===== src/sv/skvt_pkg.sv =====
// types, codes and constants shared by the sorted key/value table
// no dependencies
package skvt_pkg;

   localparam int SKVT_CAPACITY = 32;
   localparam int SKVT_HELD_W = 6;

   typedef enum logic [2:0] {
      ACT_INSERT = 3'd0,
      ACT_DELETE = 3'd1,
      ACT_SEARCH = 3'd2,
      ACT_EDIT   = 3'd3,
      ACT_LIST   = 3'd4
   } action_type;

   typedef enum logic [2:0] {
      ST_OK      = 3'd0,
      ST_FULL    = 3'd1,
      ST_DUP     = 3'd2,
      ST_MISSING = 3'd3,
      ST_EMPTY   = 3'd4
   } status_type;

   typedef enum logic [2:0] {
      CELL_HOLD,
      CELL_INSERT,
      CELL_DELETE,
      CELL_EDIT,
      CELL_ROTATE
   } cell_op_type;

   typedef struct packed {
      logic [2:0]         action;
      logic signed [31:0] part_key;
      logic signed [31:0] new_quantity;
   } req_word_type;

   typedef struct packed {
      logic [2:0]               status;
      logic signed [31:0]       entry_key;
      logic signed [31:0]       entry_quantity;
      logic [SKVT_HELD_W-1:0]   entries_held;
      logic                     last_result;
   } rsp_word_type;

   typedef struct packed {
      cell_op_type        op;
      logic signed [31:0] key;
      logic signed [31:0] quantity;
   } cell_cmd_type;

   typedef struct packed {
      logic               valid;
      logic               less;
      logic signed [31:0] key;
      logic signed [31:0] quantity;
   } cell_link_type;

endpackage


===== src/sv/skvt_cell.sv =====
// one table cell: holds an entry, compares it with the broadcast key and
// shifts to or from its neighbors; depends on skvt_pkg
module skvt_cell
   import skvt_pkg::*;
(
   input  logic          clock,
   input  logic          reset,
   input  cell_cmd_type  cmd,
   input  cell_link_type head,
   input  cell_link_type prev,
   input  cell_link_type next,
   output cell_link_type self,
   output logic          match
);

   logic               valid_ff, valid_in;
   logic signed [31:0] key_ff, key_in;
   logic signed [31:0] quantity_ff, quantity_in;
   logic               less;

   assign less  = valid_ff && (key_ff < cmd.key);
   assign match = valid_ff && (key_ff == cmd.key);

   assign self.valid    = valid_ff;
   assign self.less     = less;
   assign self.key      = key_ff;
   assign self.quantity = quantity_ff;

   always_comb begin
      valid_in    = valid_ff;
      key_in      = key_ff;
      quantity_in = quantity_ff;
      case (cmd.op)
         CELL_INSERT: begin
            if (!less) begin
               if (prev.less) begin
                  valid_in    = 1'b1;
                  key_in      = cmd.key;
                  quantity_in = cmd.quantity;
               end else begin
                  valid_in    = prev.valid;
                  key_in      = prev.key;
                  quantity_in = prev.quantity;
               end
            end
         end
         CELL_DELETE: begin
            if (!less) begin
               valid_in    = next.valid;
               key_in      = next.key;
               quantity_in = next.quantity;
            end
         end
         CELL_EDIT: begin
            if (match) begin
               quantity_in = cmd.quantity;
            end
         end
         CELL_ROTATE: begin
            if (valid_ff) begin
               if (next.valid) begin
                  key_in      = next.key;
                  quantity_in = next.quantity;
               end else begin
                  key_in      = head.key;
                  quantity_in = head.quantity;
               end
            end
         end
         default: begin
         end
      endcase
   end

   always_ff @(posedge clock) begin
      if (reset) begin
         valid_ff <= 1'b0;
      end else begin
         valid_ff <= valid_in;
      end
      key_ff      <= key_in;
      quantity_ff <= quantity_in;
   end

endmodule


===== config.mk =====
export PLATFORM = sky130hd
export DESIGN_NAME = skvt_cell
export DESIGN_NICKNAME = d
export VERILOG_FILES = /design/src/sv/skvt_pkg.sv /design/src/sv/skvt_cell.sv
export SDC_FILE = /design/constraint.sdc
export NUM_CORES = 1
export LEC_CHECK = 0
export ABC_CLOCK_PERIOD_IN_PS = 8500
export BUFFER_PORTS_ARGS = -buffer_cell sky130_fd_sc_hd__buf_2
export CAP_MARGIN = 20
export CORE_AREA = 2 2 130 132
export CTS_CLUSTER_DIAMETER = 80
export DETAILED_ROUTE_END_ITERATION = 7
export DIE_AREA = 0 0 132 134
export GPL_TIMING_DRIVEN = 0
export PLACE_DENSITY_LB_ADDON = 0.15
export SLEW_MARGIN = 5
export SYNTH_ARGS = -nofsm -noshare
export SYNTH_HDL_FRONTEND = slang
export SYNTH_SLANG_ARGS = --single-unit

===== constraint.sdc =====
create_clock -name clock -period 8.5 [get_ports clock]
set_clock_uncertainty 0.15 [all_clocks]
set_input_delay 0.85 -clock clock [delete_from_list [all_inputs] [get_ports clock]]
set_output_delay 0.85 -clock clock [all_outputs]
set_load 0.02 [all_outputs]

======== Word level (Yosys, flattened, before mapping) ========
Cells that the tools add are included.
Widths: inputs -> output; s select.
cells by class
  $lt $le $gt $ge ......................... 1
  equal/unequal tests ..................... 9
  muxes and demuxes ....................... 17
  reduce and logical (&&, ||, !) cells .... 8
operators with widths
  kind                number
  $mux 32             11
  $pmux 32 s4         1
  $pmux 32 s3         1
  $eq 32x32->1        1
  $lt 32x32->1        1
  $ne 2x2->1 const B  4
  $eq 3x2->1 const B  2
  $reduce_and 5->1    1
  $reduce_and 4->1    1
  $reduce_bool 4->1   1
  $eq 3x1->1 const B  1
  $eq 3x3->1 const B  1
  $mux 1              3
  $reduce_and 3->1    1
  $reduce_bool 3->1   1
  $logic_and 1x1->1   2
  $pmux 1 s2          1
  $reduce_bool 2->1   1
storage, ports and cells
  bits in registers ....................... 65
  input port bits ......................... 267
  output and inout bits ................... 67
  word-level logic and storage cells ...... 38

======== Logic depth before layout (Yosys ltp) ========
Gate-level depths: netlist (run 1).
  depth after elaboration ................. 4
  gate-level depth with buffers ........... 10
  depth with buffers taken out ............ 9

======== Worst setup path after synthesis (run 1) ========
OpenSTA, ideal clock, no wires.
  path kind ............................... input to register
  start point ............................. input port cmd[46] (netlist name)
  end point ............................... register key_ff[0], enable pin
  library setup time ...................... 0.466 ns
  data arrival time ....................... 4.419 ns
  slack ................................... 3.466 ns
  cell stages on the path ................. 9
  buffers on the path ..................... 0
  cell sequence ........................... inv_1 -> ha_1 -> a21oi_2 -> nand2_1 -> a22o_1 -> a211o_1 -> a21oi_2 -> mux2i_1 -> o21ai_0
between the ends
  longest elaborated chain between the ends .. 4
  elaborated cells between the ends (all ways) .. 5
  those cells by class .................... order compare (1); eq/ne (2); reduce/logical (2)
ends and longest elaborated chain
  element                       line             RTL
  from (decl)                   skvt_cell.sv:8   input cell_cmd_type cmd,
  $lt 32x32->1 *                skvt_cell.sv:21  assign less = valid_ff && (key_ff < cmd.key);
  $logic_and 1x1->1 *           skvt_cell.sv:21
  $ne 2x2->1 (no line)          --
  $reduce_and 4->1 (no line) *  --
  to (signal assigned)          skvt_cell.sv:81  key_ff <= key_in;
  to (decl)                     skvt_cell.sv:17  logic signed [31:0] key_ff, key_in;
Every way passes the cells marked *; elsewhere a longest branch is shown, timed or not.
A chain may end at the register's enable or synchronous reset.

======== Worst setup path after layout (run 1) ========
  start point ............................. input port cmd[46] (netlist name)
  end point ............................... output port self[64] (netlist name)
between the ends
  longest elaborated chain between the ends .. 2
ends and longest elaborated chain
  element            line             RTL
  $lt 32x32->1       skvt_cell.sv:21
  $logic_and 1x1->1  skvt_cell.sv:21
  to (decl)          skvt_cell.sv:12  output cell_link_type self,
No other way between the ends.

==> flow_metrics.py, run 1 <==
metrics = {
    "worst_setup_path": {
        "cp-endpoint": "self[64]",
        "crit_start": "cmd[46]",
        "rrSetupSlack_ns": 5.03,
        "r2r_end": "quantity_ff[2]$_DFFE_PP_",
        "critPathRequiredTime_ns": 7.50,
        "path_class": "input port to output port",
        "cp-end-kind": "output port",
        "critPathArrivalTime_ns": 3.18,
        "r2r_cells": 8,
        "critPathMaxFanout": 4,
        "rr_startpoint": "key_ff[14]$_DFFE_PP_",
        "cp-start-kind": "input port",
    },
    "sta": {
        "fmax_mhz": 239.4,
        "final.setup.tns_ns": 0,
        "fin_crit_ns": 4.178,
        "min_period_over_period": 0.4915,
        "drv_slew": 0,
        "whs_ns": 0.5579,
        "layout_setup_ws_ns": 4.322,
        "max_slew.worst_pin.slew_ns": 1.044,
        "relSlewSlack": 0.3038,
        "finalSetupViolCount": 0,
        "finalHoldViolations": 0,
        "grt_setup_unrepaired": "false",
    },
    "synthesis": {
        "yosysWarnings": 0,
        "dominantRegCellSynth": "edfxtp_1",
        "syn_nets": 770,
        "ys_types": 37,
        "syn_inst": 471,
        "ys_seq_area_frac": 0.4019,
        "synth-edff-count": 64,
        "netlist_area_mm2": 0.004832,
        "synthTopCellsByArea": "edfxtp_1 (40%), mux2i_1 (13%), a221o_1 (13%), a21oi_1 (8.4%), ha_1 (8.3%)",
        "synth.largest_area_cell": "edfxtp_1",
        "synthArstFlopShare": 0,
        "synth_seq_cells": 65,
        "syn_avg_cell_area_um2": 10.26,
        "synth_top_cell_area_share": 0.3977,
    },
    "global_route": {
        "track_usage": 0.2115,
        "grt_pass1_vias": 5508,
        "antenna_found_initial": 1,
        "grt_pass1_wl_um": 29200,
        "grt_start_max_net_pins": 20,
        "gr-total-overflow": 0,
    },
    "die": {
        "fp.dieArea_mm2": 0.01769,
        "ioPinCount": 334,
        "die_w_um": 132,
        "rows": 47,
        "start_util": 0.2966,
        "die_h_um": 134,
        "core_area_mm2": 0.01629,
    },
    "detailed_routing": {
        "drc": 0,
        "final_antenna_net_count": 0,
        "wl_per_cell_um": 18.38,
        "drtIter0Drc": 204,
        "wl_um": 19100,
        "avgViaCountPerCell": 5.045,
        "dr_total_vias": 5242,
        "dr.pass1.iters": 5,
    },
    "final_layout": {
        "final_core_util": 0.4356,
        "layout.nets": 1114,
        "drive_gt1_frac": 0.4628,
        "antennaDiodeCount": 0,
        "area_growth_pct": 46.84,
        "final_common_cell": "buf_2",
        "mostFrequentLayoutCells": "buf_2 (354), a21oi_1 (81), mux2i_1 (64), edfxtp_1 (64), a221o_1 (63)",
    },
    "placed_design": {
        "place_ws_ns": 4.318,
        "dpl.hpwl_um": 15650,
        "io_buffers": 329,
        "place.gp.congestion": 0.9305,
    },
    "pwr": {
        "total_power_uw": 1167,
        "vdd_drop_max_uv": 93.92,
        "powerDensity_mw_per_mm2": 164.5,
        "leakagePower_uw": 0.003570,
    },
    "clock_tree": {
        "clockRootBuffer": "clkbuf_16",
        "cts.sinks": 65,
        "cts_setup_buffers": 0,
        "tritoncts": "done",
        "cts_resized": 0,
        "cts_max_level": 3,
        "clock_latency_ns": 0.33,
        "cts_made_buffers": 9,
        "hold_buffers": 0,
        "clock_path_buffers": 2,
        "clk_pin_slew_ns": 0.05,
    },
    "worst_hold_path": {
        "hold_class": "register to register",
    },
    "job": {
        "maxCapViolations": 0,
    },
    "status": {
        "status": "finished clean",
    },
}
-- cell usage after synthesis (2+ instances only) --
library cell  instances
a211oi_1              4
a21oi_1              81
a221o_1              63
nor3_2                2
and2_1                2
ha_1                 32
buf_1                 3
buf_4                 2
nand2_1              14
mux2i_1              64
nand4_1               5
inv_1                35
clkbuf_1              5
o21ai_0               6
nor2b_1               2
edfxtp_1             64
buf_2                25
nand3_1               3
nand3b_1              2
nor2_1               38
a31oi_1               2
a21oi_2               2
-- critical path, cell delays in order --
cell and delay (ns):
buf_2 0.09, inv_1 0.04, ha_1 0.33, a21oi_2 0.15, nand2_1 0.07, a22o_1 0.23, a211o_1 0.32, a21oi_2 0.17
mux2i_1 0.46, and2_1 0.21, buf_4 0.10, buf_2 0.17
-- flip-flops by register name, summed over array words and instances (netlist names) --
signal and count:
key_ff 32, quantity_ff 32, valid_ff 1
-- worst min-delay path by stage --
stage	cells past startpoint	start	endpoint
after floorplan	3	valid_ff$_SDFFE_PP0P_	valid_ff$_SDFFE_PP0P_
after global placement	3	valid_ff$_SDFFE_PP0P_	valid_ff$_SDFFE_PP0P_
after detailed placement	3	valid_ff$_SDFFE_PP0P_	valid_ff$_SDFFE_PP0P_
after CTS	3	valid_ff$_SDFFE_PP0P_	valid_ff$_SDFFE_PP0P_
after global routing	3	reset	valid_ff$_SDFFE_PP0P_
final	3	valid_ff$_SDFFE_PP0P_	valid_ff$_SDFFE_PP0P_
-- per-layer routing --
| layer | track usage | part of all wire | vias up |
|---|---|---|---|
| met2 | 0.3727 | 0.50 | 276 |
| met1 | 0.2392 | 0.39 | 2403 |
| met4 | 0.1021 | 0.029 | 0 |
| met3 | 0.05404 | 0.081 | 32 |
| met5 | 0 | 0 | - |
| li1 | - | - | 2531 |
-- kinds of logic (layout without fill, tap and decap cells) --
logic type	count (synthesis)	count (layout)	synth area share
xor gates and xnor gates	1	1	0.001813
adders and majority gates	32	32	0.08286
muxes	64	64	0.1326
and+or+nand+nor	75	75	0.07535
DFF	65	65	0.4019
AOI/OAI and AO/OA	164	164	0.2431
buffers and inverters	70	418	0.06240
-- cell type report --
cell class                 instances  area (µm²)
buffer                            35       170.2
clock buffer                      10       229.0
clock inverter                     5       47.55
fill                            1645        9194
inverter                          35       131.4
multi-input combinational        336        2600
sequential                        65        1942
tap                              220       275.3
timing repair buffer             333        1700
-- power by group --
part           switching [µW]  internal [µW]
clock                     135            222
sequential               17.6            413
combinational             221            158
total                     374            793
-- through the flow --
step	instance area, µm²	cells
2_1_floorplan	4832	471
3_3_place_gp	6754	1020
3_5_place_dp	6819	1024
4_1_cts	7096	1039
5_1_grt	7096	1039
6_report	7096	1039
Power figures use the tool's default switching activity.
==> inputs of run 2 (changes only) <==
--- a/config.mk
+++ b/config.mk
@@ -5,13 +5,13 @@
 export SDC_FILE = /design/constraint.sdc
 export NUM_CORES = 1
 export LEC_CHECK = 0
-export ABC_CLOCK_PERIOD_IN_PS = 8500
+export ABC_CLOCK_PERIOD_IN_PS = 4400
 export BUFFER_PORTS_ARGS = -buffer_cell sky130_fd_sc_hd__buf_2
 export CAP_MARGIN = 20
-export CORE_AREA = 2 2 130 132
+export CORE_AREA = 2 2 128 130
 export CTS_CLUSTER_DIAMETER = 80
 export DETAILED_ROUTE_END_ITERATION = 7
-export DIE_AREA = 0 0 132 134
+export DIE_AREA = 0 0 130 132
 export GPL_TIMING_DRIVEN = 0
 export PLACE_DENSITY_LB_ADDON = 0.15
 export SLEW_MARGIN = 5
==> constraint.sdc (replaced) <==
create_clock -name clock -period 4.4 [get_ports clock]
set_clock_uncertainty 0.15 [all_clocks]
set_input_delay 0.44 -clock clock [delete_from_list [all_inputs] [get_ports clock]]
set_output_delay 0.44 -clock clock [all_outputs]
set_load 0.02 [all_outputs]
==> run 2 against run 1 <==
Hold slack lost 0.35 ns. Non-clock buffer count is 2 higher. Combinational power is 93% higher. First-iteration DRC count grew 22%. Count of clock-buffer cells in the layout increased by 2. Global-route usage down 0.34 points. Final cell count about the same. Routed wire length shrank 3.0%. Die area down 3.0%. Cell area about the same. Largest cell class unchanged. Largest power group unchanged.
==> flow_metrics.py, run 2 (synthesis results as in run 1) <==
metrics = {
    "worst_setup_path": {
        "max_stage_delay_ns": 0.51,
        "cp-start-kind": "register",
        "cp_cell_sequence": "ha_1 -> nand4_1 -> nor4_1 -> a211o_1 -> a21oi_2 -> mux2i_1 -> and2_1 -> buf_4 -> buf_2",
        "crit_slowest_cell": "nor4_1",
        "critPathMaxFanout": 4,
        "critPathArrivalTime_ns": 2.92,
        "cp-end-kind": "output port",
        "path_class": "register to output port",
        "critPathRequiredTime_ns": 3.81,
    },
    "sta": {
        "grt_setup_unrepaired": "false",
        "fin_crit_ns": 3.508,
        "finalSetupViolCount": 0,
        "max_slew.worst_pin.slew_ns": 0.7642,
        "finalHoldViolations": 0,
        "drv_slew": 0,
        "fmax_mhz": 285.1,
        "final.setup.tns_ns": 0,
        "min_period_over_period": 0.7972,
        "relSlewSlack": 0.4906,
    },
    "detailed_routing": {
        "drtIter0Drc": 248,
        "avgViaCountPerCell": 5.066,
        "final_antenna_net_count": 0,
        "wl_um": 18530,
        "drc": 0,
        "dr.pass1.iters": 5,
        "wl_per_cell_um": 17.85,
        "dr_total_vias": 5259,
    },
    "clock_tree": {
        "clockRootBuffer": "clkbuf_16",
        "clock_latency_ns": 0.33,
        "cts_made_buffers": 9,
        "clk_pin_slew_ns": 0.05,
        "cts_setup_buffers": 0,
        "cts_max_level": 3,
        "cts_resized": 0,
        "hold_buffers": 0,
        "tritoncts": "done",
        "clock_path_buffers": 2,
        "cts.sinks": 65,
    },
    "final_layout": {
        "regArea_mm2": 0.001942,
        "final_area_mm2": 0.007089,
        "reg_top3": "key_ff x32, quantity_ff x32, valid_ff x1",
        "antennaDiodeCount": 0,
        "area_growth_pct": 46.71,
        "drive_gt1_frac": 0.4647,
        "final_common_cell": "buf_2",
        "mostFrequentLayoutCells": "buf_2 (354), a21oi_1 (81), mux2i_1 (64), edfxtp_1 (64), a221o_1 (63)",
        "layout.nets": 1116,
        "multiInputGateArea_mm2": 0.002600,
        "final_core_util": 0.4512,
        "fillCellCount": 1603,
    },
    "pwr": {
        "power.share.sequential": 0.379,
        "powerDensity_mw_per_mm2": 309.8,
        "vdd_drop_max_uv": 146.3,
        "leakagePower_uw": 0.003574,
        "p_sw_uw": 713.3,
        "switching_share": 0.3248,
        "p_int_uw": 1483,
        "power_frac_clock": 0.288,
        "power_frac_comb": 0.333,
    },
    "global_route": {
        "grt_pass1_wl_um": 27520,
        "track_usage": 0.2081,
        "gr-total-overflow": 0,
        "grt_start_max_net_pins": 22,
        "antenna_found_initial": 0,
        "grt_pass1_vias": 5380,
    },
    "die": {
        "die_h_um": 132,
        "core_area_mm2": 0.01571,
        "ioPinCount": 334,
        "start_util": 0.3075,
        "die_w_um": 130,
        "fp.dieArea_mm2": 0.01716,
        "rows": 46,
    },
    "worst_hold_path": {
        "hold_class": "input port to register",
    },
    "status": {
        "status": "finished clean",
    },
    "job": {
        "maxCapViolations": 0,
    },
    "placed_design": {
        "dpl.hpwl_um": 15480,
        "io_buffers": 329,
        "placed_area_mm2": 0.006833,
        "place.gp.congestion": 0.8246,
    },
}
==> run 2: changes by cell type in the layout (fill, tap and decap cells not counted), sizes merged <==
cell	delta
buf	+2
clkbuf	+2
bufinv	-1
==> run 2: worst paths after layout <==
check | startpoint | cells after the start | slack, ns | end
worst max-delay path | key_ff[14]$_DFFE_PP_ | 9 | 0.89 | self[64]
worst min-delay path | reset | 3 | 0.21 | valid_ff$_SDFFE_PP0P_
worst min register to register | valid_ff$_SDFFE_PP0P_ | 3 | 0.58 | valid_ff$_SDFFE_PP0P_
worst max register to register | key_ff[14]$_DFFE_PP_ | 9 | 1.27 | quantity_ff[23]$_DFFE_PP_
==> run 2: cell type report <==
| cell class | count | area share |
|---|---|---|
| Timing Repair Buffer | 335 | 0.2425 |
| Clock inverter | 4 | 0.002824 |
| Sequential cell | 65 | 0.2739 |
| Buffer | 35 | 0.02400 |
| Tap cell | 216 | 0.03812 |
| Clock buffer | 12 | 0.03336 |
| Multi-Input combinational cell | 336 | 0.3667 |
| Inverter | 35 | 0.01853 |
==> run 2: metal layers <==
| layer | wire, µm | vias to the layer above | track usage |
|---|---|---|---|
| met5 | 0 | - | 0 |
| met1 | 7244 | 2448 | 0.2312 |
| li1 | - | 2540 | - |
| met4 | 318 | 0 | 0.05735 |
| met2 | 9651 | 249 | 0.3874 |
| met3 | 1318 | 22 | 0.05195 |
==> run 2: stage by stage <==
| stage | total power (µW) | setup WS (ns) | cells | hold WS (ns) |
|---|---|---|---|---|
| after floorplan | 1248 | 0.4622 | 471 | 0.4262 |
| after global placement | 1553 | -0.8061 | 1016 | 0.5454 |
| after detailed placement | 1580 | 0.9770 | 1022 | 0.5527 |
| after CTS | 2224 | 0.8048 | 1038 | 0.1977 |
| after global routing | 2321 | 0.6793 | 1038 | 0.2229 |
| final | 2196 | 0.8925 | 1038 | 0.2122 |
==> run 2: critical path: cells and delay by family (launching register included) <==
family / cells / cell delay, ns
compound gates: 2 / 0.31
fa+ha+maj: 1 / 0.34
buf+inv: 2 / 0.26
flops: 1 / 0.41
mux: 1 / 0.41
simple gates: 3 / 0.85
==> run 2: power by group through the flow <==
stage | sequential, µW | clock, µW | combinational [µW]
finish | 832 | 633 | 731
global route | 841 | 679 | 802
CTS | 833 | 652 | 739
detailed placement | 845 | 0 | 735
global placement | 850 | 0 | 703
floorplan | 949 | 0 | 299
==> inputs of run 3 (changes only) <==
--- a/config.mk
+++ b/config.mk
@@ -5,7 +5,8 @@
 export SDC_FILE = /design/constraint.sdc
 export NUM_CORES = 1
 export LEC_CHECK = 0
-export ABC_CLOCK_PERIOD_IN_PS = 4400
+export ABC_AREA = 1
+export ABC_CLOCK_PERIOD_IN_PS = 2900
 export BUFFER_PORTS_ARGS = -buffer_cell sky130_fd_sc_hd__buf_2
 export CAP_MARGIN = 20
 export CORE_AREA = 2 2 128 130
==> constraint.sdc (replaced) <==
create_clock -name clock -period 2.9 [get_ports clock]
set_clock_uncertainty 0.15 [all_clocks]
set_input_delay 0.29 -clock clock [delete_from_list [all_inputs] [get_ports clock]]
set_output_delay 0.29 -clock clock [all_outputs]
set_load 0.02 [all_outputs]
==> run 3 against run 2 <==
The flow now finishes with violations (DRC). Critical path depth grew 3. Synthesized cell count grew 51%. Critical endpoint unchanged. Routed wire length rose by 16%. Largest cell class unchanged. Core utilization rose by 4.6 points.
==> flow_metrics.py, run 3 <==
metrics = {
    "status": {
        "status": "finished with violations",
        "violations": "DRC",
    },
    "worst_setup_path": {
        "crit_slowest_cell": "edfxtp_1",
        "critPathMaxFanout": 4,
        "crit_top_cell": "nand2_1",
        "crit_cells": 12,
        "rrSetupSlack_ns": 0.30,
        "critPathBufInv": 3,
        "critPathRequiredTime_ns": 2.46,
        "cp-start-kind": "register",
        "max_stage_delay_ns": 0.38,
        "critPathArrivalTime_ns": 2.25,
        "path_class": "register to output port",
        "critPathTopFamily": "simple AND/OR/NAND/NOR gates",
        "r2r_cells": 10,
        "cp-end-kind": "output port",
        "cp_cell_sequence": "ha_1 -> nand2_1 -> nor2_1 -> nand2_1 -> nor2_2 -> nand2_1 -> nand2_1 -> nand2_1 -> nand3_1 -> inv_1 -> buf_4 -> buf_2",
    },
    "placed_design": {
        "place.gp.congestion": 0.8251,
        "dpl.cell_count": 1256,
        "io_buffers": 329,
        "place_ws_ns": -0.3022,
        "dpl.hpwl_um": 17190,
    },
    "clock_tree": {
        "cts_max_level": 3,
        "cts.sinks": 65,
        "clockRootBuffer": "clkbuf_16",
        "tritoncts": "done",
        "cts_made_buffers": 9,
        "hold_buffers": 0,
        "clk_pin_slew_ns": 0.06,
        "clock_path_buffers": 2,
        "clock_latency_ns": 0.33,
    },
    "job": {
        "maxCapViolations": 0,
    },
    "pwr": {
        "total_power_uw": 3350,
        "power_frac_clock": 0.345,
        "switching_share": 0.3091,
        "power_frac_comb": 0.298,
        "p_sw_uw": 1035,
        "vdd_drop_max_uv": 258.6,
        "p_int_uw": 2315,
        "power.share.sequential": 0.356,
        "powerDensity_mw_per_mm2": 429.1,
        "leakagePower_uw": 0.003935,
    },
    "synthesis": {
        "synth_seq_cells": 65,
        "ys_seq_area_frac": 0.3531,
        "syn_nets": 1010,
        "dominantRegCellSynth": "edfxtp_1",
        "synthTopCellsByCount": "nand2_1 (171), inv_1 (79), nor2_1 (79)",
        "synth.most_common_cell": "nand2_1",
        "synth_mux_area_frac": 0.05643,
        "synthArstFlopShare": 0,
        "ys_types": 33,
        "yosysWarnings": 0,
        "synthTopCellsByArea": "edfxtp_1 (35%), nand2_1 (12%), ha_1 (7.3%), mux2i_1 (5.6%), inv_1 (5.4%)",
        "synth_xor_area_frac": 0,
        "synth-simple-area-share": 0.1884,
        "synth-edff-count": 64,
        "yosys.area_share.adder": 0.07281,
        "synth.largest_area_cell": "edfxtp_1",
        "synth_top_cell_area_share": 0.3495,
        "synth_compound_area_frac": 0.2314,
        "netlist_area_mm2": 0.005499,
        "synth_top_family_by_area": "compound AO/OA/AOI/OAI gates",
        "syn_avg_cell_area_um2": 7.734,
        "syn_inst": 711,
    },
    "global_route": {
        "antenna_found_initial": 4,
        "gr-total-overflow": 0,
        "track_usage": 0.2477,
        "grt_start_max_net_pins": 33,
        "grt_pass1_wl_um": 33150,
        "grt_pass1_vias": 6466,
    },
    "sta": {
        "fin_crit_ns": 2.691,
        "layout_setup_ws_ns": 0.2090,
        "finalHoldViolations": 0,
        "max_slew.worst_pin.slew_ns": 0.7630,
        "drv_slew": 0,
        "finalSetupViolCount": 0,
        "relSlewSlack": 0.4913,
        "final.setup.tns_ns": 0,
        "min_period_over_period": 0.9279,
        "fmax_mhz": 371.6,
    },
    "detailed_routing": {
        "dr.pass1.iters": 6,
        "drtIter0Drc": 368,
        "wl_per_cell_um": 16.79,
        "wl_um": 21480,
        "final_antenna_net_count": 0,
        "drc": 2,
        "avgViaCountPerCell": 5.037,
        "dr_total_vias": 6442,
    },
    "worst_hold_path": {
        "hold_class": "input port to register",
        "holdPathStages": 3,
    },
    "final_layout": {
        "reg_top3": "key_ff x32, quantity_ff x32, valid_ff x1",
        "final_cells": 1279,
        "area_growth_pct": 41.98,
        "final_common_cell": "buf_2",
        "final_core_util": 0.4969,
        "layout.nets": 1355,
        "mostFrequentLayoutCells": "buf_2 (351), nand2_1 (171), inv_1 (78)",
        "drive_gt1_frac": 0.3685,
    },
    "die": {
        "ioPinCount": 334,
        "fp.dieArea_mm2": 0.01716,
        "rows": 46,
        "die_h_um": 132,
        "die_w_um": 130,
        "core_area_mm2": 0.01571,
        "start_util": 0.3500,
    },
}
==> run 3: worst reg2reg max path, stage by stage (launching register included) <==
cell and delay (ns):
edfxtp_1 0.38, ha_1 0.37, nand2_1 0.10, nor2_1 0.14, nand2_1 0.11, nor2_2 0.18, nand4_1 0.14, o21ai_0 0.18
o21ai_1 0.22, nor2_4 0.18, buf_4 0.17
==> run 3: path summary, 6_finish.rpt <==
check,from,endpoint
min,reset,valid_ff$_SDFFE_PP0P_
max,key_ff[31]$_DFFE_PP_,self[64]
min reg2reg,valid_ff$_SDFFE_PP0P_,valid_ff$_SDFFE_PP0P_
max reg2reg,key_ff[31]$_DFFE_PP_,quantity_ff[10]$_DFFE_PP_
==> run 3: area by class of cell <==
class / count / area, µm²
Fill cell: 1630 / 7905
Timing Repair Buffer: 333 / 1689
Clock inverter: 6 / 82.58
Inverter: 84 / 317.8
Antenna cell: 2 / 5.005
Multi-Input combinational cell: 516 / 3049
Clock buffer: 10 / 229.0
Tap cell: 216 / 270.3
Buffer: 47 / 222.7
Sequential cell: 65 / 1942
==> run 3: metrics by stage <==
stage	hold WS (ns)	area [µm²]
6_report	0.06311	7807
4_1_cts	0.05109	7789
5_1_grt	0.08717	7807
2_1_floorplan	0.3057	5507
3_5_place_dp	0.4049	7423
3_3_place_gp	0.3968	7423
==> run 3: power groups by stage <==
stage | Sequential (µW) | Clock (µW) | Combinational, µW
final | 1190 | 1160 | 999
after global routing | 1200 | 1210 | 1120
after CTS | 1200 | 1180 | 1000
after detailed placement | 1220 | 0 | 979
after global placement | 1210 | 0 | 979
after floorplan | 1320 | 0 | 440
==> run 3: cell families after synthesis <==
kind of cell / after synthesis
mux: 31
flops: 65
simple gates: 265
compound gates: 187
fa+ha+maj: 32
buf+inv: 131
==> run 3: timing repair <==
action | in CTS | in global routing
pin swaps | 2 | 0
gates resized for setup | 1 | 6
endpoints found under the setup margin | 32 | 65
cloned | 1 | 0
setup buffers | 4 | 0
hold endpoints to repair | 0 | 0
==> run 3: routing by layer <==
metal,track usage,share of wire,up-vias
met5,0,0.0010,-
met4,0.07826,0.022,4
met3,0.06453,0.082,33
met2,0.4468,0.50,277
met1,0.2818,0.40,2926
li1,-,-,3202
